File: config.mk
export PLATFORM = sky130hd
export DESIGN_NAME = ordered_key_list_engine
export DESIGN_NICKNAME = d
export VERILOG_FILES = /design/src/rtl/core/okle_pkg.sv /design/src/rtl/core/ordered_key_list_engine.sv
export VERILOG_INCLUDE_DIRS = /design/src /design/src/rtl/core
export SDC_FILE = /design/constraint.sdc
export NUM_CORES = 1
export LEC_CHECK = 0
export BUFFER_PORTS_ARGS = -buffer_cell sky130_fd_sc_hd__buf_2
export CAP_MARGIN = 15
export CORE_MARGIN = 5
export CORE_UTILIZATION = 40
export CTS_CLUSTER_SIZE = 20
export DETAILED_ROUTE_END_ITERATION = 10
export GPL_TIMING_DRIVEN = 0
export SLEW_MARGIN = 10
export SYNTH_ARGS = -nofsm -noshare
export SYNTH_HDL_FRONTEND = slang
export SYNTH_SLANG_ARGS = --single-unit
File: constraint.sdc
create_clock -name clock -period 6.83 [get_ports clock]
set_clock_uncertainty 0.2 [all_clocks]
set_input_delay 1.0245 -clock clock [delete_from_list [all_inputs] [get_ports clock]]
set_output_delay 1.0245 -clock clock [all_outputs]
set_load 0.05 [all_outputs]
File: src/rtl/core/ordered_key_list_engine_defines.svh
// ----------------------------------------------------------------------------
// Ordered key list engine: assertion macros
// Shared assertion macros for the ordered key list engine RTL.
// ----------------------------------------------------------------------------
`ifndef ORDERED_KEY_LIST_ENGINE_DEFINES_SVH
`define ORDERED_KEY_LIST_ENGINE_DEFINES_SVH

`ifndef ASSERT_OFF
// Checks a property at every rising clock edge outside reset.
`define OKLE_ASSERT(lbl, clk, rst, prop, msg) \
   lbl: assert property (@(posedge clk) disable iff (rst) (prop)) else $error(msg);
// Checks an implication at every rising clock edge outside reset.
`define OKLE_ASSERT_IMPL(lbl, clk, rst, pre, post, msg) \
   lbl: assert property (@(posedge clk) disable iff (rst) (pre) |-> (post)) else $error(msg);
`else
`define OKLE_ASSERT(lbl, clk, rst, prop, msg)
`define OKLE_ASSERT_IMPL(lbl, clk, rst, pre, post, msg)
`endif

`endif

File: src/rtl/core/okle_pkg.sv
// ----------------------------------------------------------------------------
// Ordered key list engine package
// Command codes, status codes and field widths of the ordered key list engine.
// ----------------------------------------------------------------------------
package okle_pkg;

   localparam int OKLE_CAPACITY    = 16;
   localparam int OKLE_MAX_RESULTS = 16;

   localparam int OP_W     = 4;
   localparam int KEY_W    = 32;
   localparam int STATUS_W = 2;
   localparam int COUNT_W  = 5;
   localparam int INDEX_W  = 4;

   localparam int REQ_DATA_W = 40;
   localparam int RSP_DATA_W = 48;

   localparam logic [OP_W-1:0] OP_CLEAR      = 4'd0;
   localparam logic [OP_W-1:0] OP_INS_SORTED = 4'd1;
   localparam logic [OP_W-1:0] OP_INS_FRONT  = 4'd2;
   localparam logic [OP_W-1:0] OP_INS_BACK   = 4'd3;
   localparam logic [OP_W-1:0] OP_DEL_KEY    = 4'd4;
   localparam logic [OP_W-1:0] OP_DEL_FRONT  = 4'd5;
   localparam logic [OP_W-1:0] OP_DEL_BACK   = 4'd6;
   localparam logic [OP_W-1:0] OP_REVERSE    = 4'd7;
   localparam logic [OP_W-1:0] OP_READ_OUT   = 4'd8;

   localparam logic [STATUS_W-1:0] STAT_OK        = 2'd0;
   localparam logic [STATUS_W-1:0] STAT_EMPTY     = 2'd1;
   localparam logic [STATUS_W-1:0] STAT_NOT_FOUND = 2'd2;
   localparam logic [STATUS_W-1:0] STAT_FULL      = 2'd3;

endpackage

File: src/rtl/core/ordered_key_list_engine.sv
// ----------------------------------------------------------------------------
// Ordered key list engine
// Keeps up to CAPACITY signed keys in one on-chip memory, front at address
// zero, and applies list commands to it by read-modify-write passes. Each
// command answers with one word holding status and count; a read-out answers
// with one word per key (at most sixteen), the final one marked by tlast.
// Clear, insert at the back, delete at the back, the unused codes, reverse
// of a single key, read-out of an empty list and every refused command go
// straight from acceptance to the final state. Sorted insert, insert at
// the front and delete of a key make one pass over the list through the
// single memory read port; delete at the front skips the first entry.
// Reverse swaps one pair of entries at a time, in states S_RVA, S_RVB, S_RVW
// and S_RVX, since each swap needs two reads and two writes on the one read
// and one write port. A read-out delivers one key per cycle while the output
// is not stalled.
// A new command is taken only once the previous one has finished its memory
// work and passed its result to the output register, where it may still wait.
// ----------------------------------------------------------------------------
`include "ordered_key_list_engine_defines.svh"

module ordered_key_list_engine
   import okle_pkg::*;
#(
   parameter int CAPACITY = OKLE_CAPACITY
) (
   input  logic                  clock,
   input  logic                  reset,
   // req_tdata: operation [3:0], key_value [35:4], zero fill [39:36]
   input  logic                  req_tvalid,
   output logic                  req_tready,
   input  logic [REQ_DATA_W-1:0] req_tdata,
   // rsp_tdata: status [1:0], entry_count [6:2], entry_index [10:7],
   // entry_key [42:11], zero fill [47:43]
   output logic                  rsp_tvalid,
   input  logic                  rsp_tready,
   output logic [RSP_DATA_W-1:0] rsp_tdata,
   output logic                  rsp_tlast
);

   localparam int AW = (CAPACITY > 1) ? $clog2(CAPACITY) : 1;
   localparam int CW = $clog2(CAPACITY + 1);
   localparam int XW = CW + 5;

   localparam logic [3:0] S_IDLE = 4'd0;
   localparam logic [3:0] S_INS  = 4'd1;
   localparam logic [3:0] S_DEL  = 4'd2;
   localparam logic [3:0] S_RVA  = 4'd3;
   localparam logic [3:0] S_RVB  = 4'd4;
   localparam logic [3:0] S_RVW  = 4'd5;
   localparam logic [3:0] S_RVX  = 4'd6;
   localparam logic [3:0] S_RO   = 4'd7;
   localparam logic [3:0] S_FIN  = 4'd8;

   localparam logic [CW-1:0] CAP_CNT = CW'(CAPACITY);
   localparam logic [CW-1:0] ONE     = CW'(1);

   // Key memory.
   logic [KEY_W-1:0] mem [CAPACITY];
   logic [KEY_W-1:0] rd_data_ff;
   logic [CW-1:0]    rd_pos;
   logic [AW-1:0]    rd_addr;
   logic             mem_we;
   logic [CW-1:0]    mem_wpos;
   logic [KEY_W-1:0] mem_wdata;

   // Control state.
   logic [3:0]          state_ff, state_in;
   logic [CW-1:0]       count_ff, count_in;
   logic [CW-1:0]       pos_ff, pos_in;
   logic [CW-1:0]       aux_ff, aux_in;
   logic                flag_ff, flag_in;
   logic [KEY_W-1:0]    key_ff, key_in;
   logic [KEY_W-1:0]    carry_ff, carry_in;
   logic [STATUS_W-1:0] status_ff, status_in;

   // Output register.
   logic                rsp_valid_ff, rsp_valid_in;
   logic [STATUS_W-1:0] rsp_status_ff, rsp_status_in;
   logic [COUNT_W-1:0]  rsp_count_ff, rsp_count_in;
   logic [INDEX_W-1:0]  rsp_index_ff, rsp_index_in;
   logic [KEY_W-1:0]    rsp_key_ff, rsp_key_in;
   logic                rsp_last_ff, rsp_last_in;

   logic [OP_W-1:0]  req_op;
   logic [KEY_W-1:0] req_key;
   logic             req_fire;
   logic             out_free;
   logic [XW-1:0]    count_x;
   logic [XW-1:0]    pos_x;
   logic [XW-1:0]    aux_x;
   logic             ro_take;
   logic             ro_last;

   assign req_op   = req_tdata[OP_W-1:0];
   assign req_key  = req_tdata[OP_W+KEY_W-1:OP_W];
   assign req_tready = (state_ff == S_IDLE);
   assign req_fire = req_tvalid && req_tready;
   assign out_free = !rsp_valid_ff || rsp_tready;

   assign count_x = {5'b0, count_ff};
   assign pos_x   = {5'b0, pos_ff};
   assign aux_x   = {5'b0, aux_ff};

   // In a read-out, pos_ff is the position whose key sits in rd_data_ff and
   // flag_ff says that key is live; aux_ff is the next position to fetch.
   assign ro_take = flag_ff && out_free;
   assign ro_last = (pos_x + XW'(1) == count_x) || (pos_x == XW'(OKLE_MAX_RESULTS - 1));

   assign rd_addr = (rd_pos < CAP_CNT) ? rd_pos[AW-1:0] : '0;

   always_ff @(posedge clock) begin
      if (mem_we) begin
         mem[mem_wpos[AW-1:0]] <= mem_wdata;
      end
      rd_data_ff <= mem[rd_addr];
   end

   always_comb begin
      state_in      = state_ff;
      count_in      = count_ff;
      pos_in        = pos_ff;
      aux_in        = aux_ff;
      flag_in       = flag_ff;
      key_in        = key_ff;
      carry_in      = carry_ff;
      status_in     = status_ff;
      rd_pos        = '0;
      mem_we        = 1'b0;
      mem_wpos      = '0;
      mem_wdata     = '0;
      rsp_valid_in  = rsp_valid_ff && !rsp_tready;
      rsp_status_in = rsp_status_ff;
      rsp_count_in  = rsp_count_ff;
      rsp_index_in  = rsp_index_ff;
      rsp_key_in    = rsp_key_ff;
      rsp_last_in   = rsp_last_ff;

      unique case (state_ff)
         S_IDLE: begin
            if (req_fire) begin
               key_in    = req_key;
               status_in = STAT_OK;
               state_in  = S_FIN;
               unique case (req_op)
                  OP_CLEAR: begin
                     count_in = '0;
                  end
                  OP_INS_SORTED, OP_INS_FRONT, OP_INS_BACK: begin
                     if (count_ff == CAP_CNT) begin
                        status_in = STAT_FULL;
                     end else if (req_op == OP_INS_BACK) begin
                        mem_we    = 1'b1;
                        mem_wpos  = count_ff;
                        mem_wdata = req_key;
                        count_in  = count_ff + ONE;
                     end else begin
                        pos_in   = '0;
                        carry_in = req_key;
                        flag_in  = (req_op == OP_INS_FRONT);
                        state_in = S_INS;
                     end
                  end
                  OP_DEL_KEY: begin
                     if (count_ff == '0) begin
                        status_in = STAT_EMPTY;
                     end else begin
                        pos_in   = '0;
                        flag_in  = 1'b0;
                        state_in = S_DEL;
                     end
                  end
                  OP_DEL_FRONT: begin
                     if (count_ff == '0) begin
                        status_in = STAT_EMPTY;
                     end else begin
                        // Start one entry in, already shifting down.
                        rd_pos   = ONE;
                        pos_in   = ONE;
                        flag_in  = 1'b1;
                        state_in = S_DEL;
                     end
                  end
                  OP_DEL_BACK: begin
                     if (count_ff == '0) begin
                        status_in = STAT_EMPTY;
                     end else begin
                        count_in = count_ff - ONE;
                     end
                  end
                  OP_REVERSE: begin
                     if (count_ff == '0) begin
                        status_in = STAT_EMPTY;
                     end else begin
                        pos_in = '0;
                        aux_in = count_ff - ONE;
                        if (count_ff > ONE) begin
                           state_in = S_RVA;
                        end
                     end
                  end
                  OP_READ_OUT: begin
                     if (count_ff == '0) begin
                        status_in = STAT_EMPTY;
                     end else begin
                        aux_in   = '0;
                        flag_in  = 1'b0;
                        state_in = S_RO;
                     end
                  end
                  default: begin
                     status_in = STAT_OK;
                  end
               endcase
            end
         end

         S_INS: begin
            // The new key ripples in as a carry, each displaced key moving up.
            rd_pos = pos_ff + ONE;
            if (pos_ff == count_ff) begin
               mem_we    = 1'b1;
               mem_wpos  = pos_ff;
               mem_wdata = carry_ff;
               count_in  = count_ff + ONE;
               state_in  = S_FIN;
            end else begin
               if (flag_ff || ($signed(rd_data_ff) >= $signed(key_ff))) begin
                  mem_we    = 1'b1;
                  mem_wpos  = pos_ff;
                  mem_wdata = carry_ff;
                  carry_in  = rd_data_ff;
                  flag_in   = 1'b1;
               end
               pos_in = pos_ff + ONE;
            end
         end

         S_DEL: begin
            // After the match, every later key is written one place lower.
            rd_pos = pos_ff + ONE;
            if (pos_ff == count_ff) begin
               if (flag_ff) begin
                  count_in = count_ff - ONE;
               end else begin
                  status_in = STAT_NOT_FOUND;
               end
               state_in = S_FIN;
            end else begin
               if (flag_ff) begin
                  mem_we    = 1'b1;
                  mem_wpos  = pos_ff - ONE;
                  mem_wdata = rd_data_ff;
               end else if (rd_data_ff == key_ff) begin
                  flag_in = 1'b1;
               end
               pos_in = pos_ff + ONE;
            end
         end

         S_RVA: begin
            rd_pos   = pos_ff;
            state_in = S_RVB;
         end

         S_RVB: begin
            rd_pos   = aux_ff;
            carry_in = rd_data_ff;
            state_in = S_RVW;
         end

         S_RVW: begin
            mem_we    = 1'b1;
            mem_wpos  = pos_ff;
            mem_wdata = rd_data_ff;
            state_in  = S_RVX;
         end

         S_RVX: begin
            mem_we    = 1'b1;
            mem_wpos  = aux_ff;
            mem_wdata = carry_ff;
            pos_in    = pos_ff + ONE;
            aux_in    = aux_ff - ONE;
            if (pos_x + XW'(2) < aux_x) begin
               state_in = S_RVA;
            end else begin
               state_in = S_FIN;
            end
         end

         S_RO: begin
            if (ro_take) begin
               rsp_valid_in  = 1'b1;
               rsp_status_in = STAT_OK;
               rsp_count_in  = count_x[COUNT_W-1:0];
               rsp_index_in  = pos_x[INDEX_W-1:0];
               rsp_key_in    = rd_data_ff;
               rsp_last_in   = ro_last;
            end
            if (ro_take && ro_last) begin
               flag_in  = 1'b0;
               state_in = S_IDLE;
            end else if (flag_ff && !ro_take) begin
               // Output stalled: fetch the same entry again to hold its key.
               rd_pos = pos_ff;
            end else if ((aux_ff < count_ff) && (aux_x < XW'(OKLE_MAX_RESULTS))) begin
               rd_pos  = aux_ff;
               pos_in  = aux_ff;
               aux_in  = aux_ff + ONE;
               flag_in = 1'b1;
            end else begin
               flag_in = 1'b0;
            end
         end

         S_FIN: begin
            if (out_free) begin
               rsp_valid_in  = 1'b1;
               rsp_status_in = status_ff;
               rsp_count_in  = count_x[COUNT_W-1:0];
               rsp_index_in  = '0;
               rsp_key_in    = '0;
               rsp_last_in   = 1'b1;
               state_in      = S_IDLE;
            end
         end

         default: begin
            state_in = S_IDLE;
         end
      endcase
   end

   always_ff @(posedge clock) begin
      if (reset) begin
         state_ff     <= S_IDLE;
         count_ff     <= '0;
         flag_ff      <= 1'b0;
         rsp_valid_ff <= 1'b0;
      end else begin
         state_ff     <= state_in;
         count_ff     <= count_in;
         flag_ff      <= flag_in;
         rsp_valid_ff <= rsp_valid_in;
      end
   end

   always_ff @(posedge clock) begin
      pos_ff        <= pos_in;
      aux_ff        <= aux_in;
      key_ff        <= key_in;
      carry_ff      <= carry_in;
      status_ff     <= status_in;
      rsp_status_ff <= rsp_status_in;
      rsp_count_ff  <= rsp_count_in;
      rsp_index_ff  <= rsp_index_in;
      rsp_key_ff    <= rsp_key_in;
      rsp_last_ff   <= rsp_last_in;
   end

   assign rsp_tvalid = rsp_valid_ff;
   assign rsp_tlast  = rsp_last_ff;
   assign rsp_tdata  = {5'b0, rsp_key_ff, rsp_index_ff, rsp_count_ff, rsp_status_ff};

   `OKLE_ASSERT(a_count_bound, clock, reset, count_ff <= CAP_CNT, "list count above capacity")
   `OKLE_ASSERT_IMPL(a_write_in_list, clock, reset, mem_we, mem_wpos <= count_ff, "memory write beyond list end")
   `OKLE_ASSERT_IMPL(a_ro_pos_valid, clock, reset, (state_ff == S_RO) && flag_ff, pos_ff < count_ff, "read-out position beyond list end")
   `OKLE_ASSERT_IMPL(a_mid_word_in_ro, clock, reset, rsp_valid_ff && !rsp_last_ff, state_ff == S_RO, "non-final word outside a read-out")

endmodule
==> results of run 1 <==
registers in the layout (all words and copies together) (netlist names):
register	cells
carry_ff	32
rsp_tlast	1
rsp_index_ff	4
rsp_count_ff	5
rd_data_ff	32
pos_ff	5
rsp_key_ff	32
key_ff	32
flag_ff	1
aux_ff	5
rsp_status_ff	2
mem	512
rsp_tvalid	1
count_ff	5
status_ff	2
state_ff	4
cell families (layout without fill, tap and decap cells):
kind of cell               after synthesis  count (layout)
buffers and inverters                  234             483
adders and majority gates               58              58
xor gates and xnor gates                19              19
muxes                                   65              65
DFF                                    675             675
and+or+nand+nor                        735             735
AOI/OAI and AO/OA                      394             394
other                                    1               8
per-layer routing:
| layer | up-vias | global-route usage | wire length [microns] |
|---|---|---|---|
| li1 | 8682 | - | - |
| met1 | 9634 | 0.260 | 32500 |
| met5 | - | 0 | 7 |
| met2 | 830 | 0.354 | 41000 |
| met4 | 2 | 0.0716 | 2510 |
| met3 | 134 | 0.0368 | 5990 |
power by group through the flow:
stage               Sequential [uW]  Combinational, uW  Clock (uW)
CTS                            5600               3930        4000
floorplan                      5960               2120           0
detailed placement             5680               3910           0
global placement               5690               3770           0
finish                         5600               3960        3930
global route                   5650               4240        4180
cells in the final DEF, fill, tap and decap left out, types with 46 or more instances in the layout:
| cell type | synthesis | routed |
|---|---|---|
| edfxtp_1 | 632 | 632 |
| nand2_1 | 310 | 310 |
| buf_2 | 49 | 134 |
| nor2_1 | 117 | 105 |
| inv_1 | 88 | 88 |
| clkbuf_1 | 79 | 86 |
| o21ai_0 | 80 | 80 |
| nor3_1 | 85 | 80 |
| clkbuf_16 | 0 | 75 |
| nand4_1 | 73 | 73 |
| o22ai_1 | 71 | 71 |
| a32oi_1 | 65 | 65 |
| ha_1 | 56 | 56 |
| a21oi_1 | 53 | 53 |
| nand3_1 | 51 | 51 |
| nor2b_1 | 46 | 46 |
cell usage after synthesis, types with 8 or more instances:
cell type / n
a21oi_1: 53
o21ai_1: 12
nand4_1: 73
nand3_1: 51
ha_1: 56
nor3_1: 85
nand2b_1: 11
inv_1: 88
and2_1: 8
a222oi_1: 32
mux2i_1: 34
buf_4: 10
a31oi_1: 8
buf_2: 49
nor2b_1: 46
o22ai_1: 71
xnor2_1: 11
mux2_2: 31
dfxtp_1: 43
nor2_1: 117
clkbuf_1: 79
o21ai_0: 80
a32oi_1: 65
edfxtp_1: 632
nand2_1: 310
final timing paths:
path                                  from                         to  slack (ns)  cells after the start
setup / recovery    rd_data_ff[11]$_DFF_P_       mem[8][23]$_DFFE_PP_        0.94                     12
hold / removal    count_ff[4]$_SDFFE_PP0P_  rsp_count_ff[4]$_DFFE_PP_        0.24                      0
setup reg to reg    rd_data_ff[11]$_DFF_P_       mem[8][23]$_DFFE_PP_        0.94                     12
hold reg to reg   count_ff[4]$_SDFFE_PP0P_  rsp_count_ff[4]$_DFFE_PP_        0.24                      0
worst max-delay path, delay by kind of cell (launching register included):
kind	cells	cell delay (ns)
flops	1	0.36
buf+inv	2	0.46
simple gates	7	3.56
fa+ha+maj	1	0.35
compound gates	2	0.60
per-stage QoR:
step	TNS [ns]	power, uW	area (sq um)	hold WS, ns
global route	0	14100	33300	0.255
detailed placement	0	9590	30900	0.226
global placement	-851.07	9470	30300	0.219
CTS	0	13500	33300	0.242
floorplan	0	8080	28700	0.203
finish	0	13500	33300	0.239
area by class of cell:
type	instances	share of cell area
antenna	3	0.000225
buffer	145	0.0202
clock buffer	88	0.0593
clock inverter	43	0.0131
inverter	89	0.0100
multi-input combinational	1276	0.239
sequential	675	0.595
tap	950	0.0356
timing repair buffer	118	0.0278
==> flow_metrics.tcl, run 1 <==
set metrics [dict create \
    clk_latency_ns 0.61 \
    seq_area_frac_synth 0.692 \
    start_util 0.402 \
    path_max_fanout 10 \
    synth.mux.area_fraction 0.0240 \
    syn_inst 2181 \
    cts_buffers 71 \
    core_sq_um 71200 \
    cts_resized 0 \
    slew_viol_final 0 \
    worst_pin_slew_ns 1.10 \
    synthSimpleGateAreaFrac 0.120 \
    hold_buffers 0 \
    first_pass_iters 6 \
    synth_area_sq_um 28700 \
    ant_nets 0 \
    multiInputGateArea_sq_um 7960 \
    peakVddDrop_mv 0.206 \
    p_leak_uw 0.0119 \
    place_hpwl_microns 58900 \
    slowest_stage "nor3_2" \
    synth-async-reset-ratio 0 \
    synth_top_cells_by_area "edfxtp_1, nand2_1, dfxtp_1" \
    grt.total_usage 0.205 \
    swShare 0.354 \
    synth.avg_cell_area_sq_um 13.1 \
    ys.flop_type "edfxtp_1" \
    synthAdderAreaFrac 0.0255 \
    cpMostUsedCell "nand2_1" \
    synth_top_family_by_area "simple AND/OR/NAND/NOR gates" \
    antenna_found_initial 6 \
    p_sw_uw 4780 \
    power_frac_comb 0.294 \
    synth.distinct_cells 84 \
    final_cells 3387 \
    cts_buffer_depth 3 \
    layout-drive-gt1-share 0.151 \
    yosysTopAreaCellShare 0.662 \
    seqPwrFrac 0.415 \
    slowest_delay_ns 0.99 \
    synth_top_cell_by_area "edfxtp_1" \
    final_core_util 0.468 \
    portBuffers 85 \
    clkPwrFrac 0.291 \
    final-hold-violation-count 0 \
    die_h_microns 278 \
    crit_chain "ha_1, nand4_1, nor4_1, nand2_1, nand2_1, a2111oi_4, nor3_1, a21oi_1, nand2b_1, nor3_2, buf_8, buf_4" \
    grt_max_degree 33 \
    placed_cells 3252 \
    clk_pin_slew_worst_paths_ns 0.06 \
    internal-power_uw 8720 \
    n_fill_cell 6245 \
    tritoncts "done" \
    viasPerCell 5.69 \
    min_path_type "reg2reg" \
    rsz0062_at_grt "no" \
    synth_edf_count 632 \
    grt_pass1_wl_microns 121000 \
    worst_ep_required_time_ns 6.92 \
    period_share 0.862 \
    io_pins 95 \
    maxCapViolCount 0 \
    final_nets 2477 \
    worstSetupPathType "reg2reg" \
    p_per_area_nw_per_um2 405 \
    finalCriticalPeriod_ns 5.89 \
    clock-root-buffer "clkbuf_16" \
    drc_errors 0 \
    end_kind "register" \
    grt_pass1_vias 19000 \
    synthXorXnorAreaFrac 0.00633 \
    drt_iter0_markers 2011 \
    die_w_microns 278 \
    ys.warnings.count 0 \
    synth-compound-area-share 0.0972 \
    status "completed" \
    fp-row-count 98 \
    grt_overflow 0 \
    syn_to_final_growth_pct 16.3 \
    setup_slack_ns 0.942 \
    synth-seq-cells 675 \
    max_slew_margin 0.260 \
    routabilityCongestion 0.893 \
    setup_viol_count_final 0 \
    cts.sinks 675 \
    drt_wl_total_microns 82000 \
    cp.arrival_ns 5.98 \
    cp-start-kind "register" \
    wire_per_inst_microns 24.2 \
    regArea_sq_um 19800 \
    postCtsSetupBuffers 0 \
    die_area_sq_um 77100 \
    vias 19300 \
    dp_slack_ns 1.13 \
    fmax_ghz 0.170 \
    cts_max_level 3 \
]
Power figures use the tool's default switching activity.
==> run 2, diff against run 1 <==
--- a/config.mk
+++ b/config.mk
@@ -6,6 +6,7 @@
 export SDC_FILE = /design/constraint.sdc
 export NUM_CORES = 1
 export LEC_CHECK = 0
+export ABC_AREA = 1
 export BUFFER_PORTS_ARGS = -buffer_cell sky130_fd_sc_hd__buf_2
 export CAP_MARGIN = 15
 export CORE_MARGIN = 5
==> run 2 against run 1 <==
Compared with the run above:
- first-iteration DRC count grew 11%
- final cell count grew 27%
- non-clock buffer count grew 27
- clock power shrank 3%
- area after synthesis grew 9.0%
- synthesized cell count grew 38%
- register-to-register slack gained 1.4 ns
- sequential share of layout area shrank 5.0 points
- critical path type unchanged
- global-route usage grew 1.3 points
==> flow_metrics.tcl, run 2 <==
set metrics [dict create \
    slowest_stage "edfxtp_1" \
    max_slew_margin 0.310 \
    cts_max_level 3 \
    grt_pass1_wl_microns 136000 \
    final_cells 4304 \
    power_frac_comb 0.320 \
    yosysTopAreaCellShare 0.607 \
    portBuffers 85 \
    peakVddDrop_mv 0.179 \
    worstSetupPathType "reg2reg" \
    final-hold-violation-count 0 \
    synth.distinct_cells 47 \
    clk_pin_slew_worst_paths_ns 0.06 \
    clock-root-buffer "clkbuf_16" \
    largest_register_ffs 512 \
    syn_inst 3005 \
    grt_max_degree 27 \
    maxCapViolCount 0 \
    setup_viol_count_final 0 \
    period_share 0.662 \
    seqPwrFrac 0.399 \
    swShare 0.378 \
    end_kind "register" \
    p_per_area_nw_per_um2 372 \
    tritoncts "done" \
    die_area_sq_um 83800 \
    synthTopCellsByCount "edfxtp_1, nand3_1, inv_1" \
    start_util 0.403 \
    drt_wl_total_microns 92700 \
    finalCriticalPeriod_ns 4.52 \
    path_max_fanout 10 \
    drt_iter0_markers 2227 \
    viasPerCell 5.27 \
    synth_top_cells_by_area "edfxtp_1, nand3_1, inv_1" \
    ys.warnings.count 0 \
    grt.total_usage 0.218 \
    internal-power_uw 8430 \
    layout-drive-gt1-share 0.133 \
    synth-seq-cells 675 \
    synth_most_common_cell "edfxtp_1" \
    place_hpwl_microns 66600 \
    grt_pass1_vias 21600 \
    final_common_cell "edfxtp_1" \
    rsz0062_at_grt "no" \
    synth-async-reset-ratio 0 \
    grt_overflow 0 \
    syn_to_final_growth_pct 16.4 \
    clkPwrFrac 0.282 \
    n_fill_cell 7048 \
    die_h_microns 290 \
    setup_slack_ns 2.31 \
    io_pins 95 \
    final_core_util 0.470 \
    first_pass_iters 8 \
    final_cell_mix "edfxtp_1, nand3_1, inv_1" \
    cpMostUsedCell "nand2_1" \
    finalInstanceArea_sq_um 36400 \
    ys.flop_type "edfxtp_1" \
    worst_pin_slew_ns 1.04 \
    slew_viol_final 0 \
    drc_errors 0 \
    fp-row-count 102 \
    status "completed" \
    fmax_ghz 0.221 \
    clk_latency_ns 0.62 \
    p_sw_uw 5110 \
    placed_cells 4179 \
    vias 22700 \
    min_path_type "reg2reg" \
    placed_area_sq_um 34100 \
    cp.arrival_ns 4.85 \
    routabilityCongestion 0.896 \
    synth_area_sq_um 31300 \
    antenna_found_initial 8 \
    fin_hold_ws_ns 0.252 \
    synth_edf_count 632 \
    cts_buffer_depth 3 \
    synth_top_cell_by_area "edfxtp_1" \
    seq_area_frac_synth 0.635 \
    core_sq_um 77500 \
    worst_ep_required_time_ns 7.16 \
    ant_nets 0 \
    crit_chain "ha_1, inv_1, nor3_1, ha_1, nand2_1, nand2_1, nand3_1, nor2_1, nand2_1, nand2_1, nand2_2, nand2_1, o21ai_0, nand2_1, inv_1, buf_2, nand3_1, nand2_1" \
    wire_per_inst_microns 21.5 \
    slowest_delay_ns 0.56 \
    postCtsSetupBuffers 0 \
    cts.sinks 675 \
    cp-start-kind "register" \
    antenna_cells 0 \
    p_leak_uw 0.0151 \
    final_nets 3314 \
    die_w_microns 290 \
    cts_resized 0 \
    hold_buffers 0 \
    synth.avg_cell_area_sq_um 10.4 \
    dp_slack_ns 1.99 \
    cts_buffers 72 \
]
[run 2: cell types whose count changed in the layout (fill, tap and decap cells not counted), moves of 34 or more]
cell	before	now
mux2i_1	34	0
nand3_1	51	604
inv_1	88	530
nand2_1	310	471
clkbuf_1	86	45
o22ai_1	71	16
nor3_1	80	8
nor2b_1	46	0
nand4_1	73	6
nand3b_1	3	162
buf_2	134	201
a32oi_1	65	0
[run 2: power groups by stage]
| stage | logic (uW) | registers (uW) | clock network (uW) |
|---|---|---|---|
| 2_1_floorplan | 2360 | 5700 | 0 |
| 3_3_place_gp | 4060 | 5520 | 0 |
| 3_5_place_dp | 4260 | 5480 | 0 |
| 4_1_cts | 4290 | 5400 | 3860 |
| 5_1_grt | 4700 | 5440 | 4040 |
| 6_report | 4330 | 5400 | 3810 |
[run 2: per-layer routing]
layer,global-route usage,share of wire,vias up
met4,0.0758,0.033,0
met1,0.299,0.42,10900
met5,0,0,-
met3,0.0438,0.092,167
li1,-,-,10600
met2,0.348,0.46,982
[run 2: critical path, delay by kind of cell, from the launching register on]
kind / cells / cell delay, ns
adder cells (fa/ha/maj): 2 / 0.58
AO/OA/AOI/OAI: 1 / 0.30
AND/OR/NAND/NOR: 12 / 1.85
buffers and inverters: 3 / 0.88
flip-flops: 1 / 0.56
[run 2: path summary, 6_finish.rpt]
| path | slack, ns | end | start | depth (start not counted) |
|---|---|---|---|---|
| max | 2.31 | rd_data_ff[13]$_DFF_P_ | pos_ff[0]$_DFFE_PP_ | 18 |
| min | 0.25 | rsp_count_ff[2]$_DFFE_PP_ | count_ff[2]$_SDFFE_PP0P_ | 0 |
| max reg2reg | 2.31 | rd_data_ff[13]$_DFF_P_ | pos_ff[0]$_DFFE_PP_ | 18 |
| min reg2reg | 0.25 | rsp_count_ff[2]$_DFFE_PP_ | count_ff[2]$_SDFFE_PP0P_ | 0 |
[run 2: cell families (layout without fill, tap and decap cells)]
| kind of cell | count (synthesis) | count (layout) | share of synthesized area |
|---|---|---|---|
| AO/OA/AOI/OAI | 172 | 172 | 0.0348 |
| adder cells (fa/ha/maj) | 57 | 57 | 0.0231 |
| AND/OR/NAND/NOR | 1384 | 1384 | 0.214 |
| XOR/XNOR | 13 | 13 | 0.00364 |
| buffers and inverters | 703 | 958 | 0.0901 |
| flip-flops | 675 | 675 | 0.635 |
| other | 1 | 5 | 0.000120 |
[run 2: layout make-up]
cell class                      count  area [sq um]  area share
Sequential cell                   675         19800       0.545
Multi-Input combinational cell   1631          8950       0.246
Inverter                          543          2040      0.0560
Clock buffer                       98          2020      0.0556
Tap cell                         1040          1300      0.0358
Timing Repair Buffer              130          1180      0.0326
Buffer                            160           777      0.0214
Clock inverter                     27           264     0.00726
[run 2: stage by stage]
step / power (uW) / TNS [ns]
finish: 13500 / 0
global route: 14200 / 0
CTS: 13500 / 0
detailed placement: 9750 / 0
global placement: 9580 / -527.27
floorplan: 8060 / 0
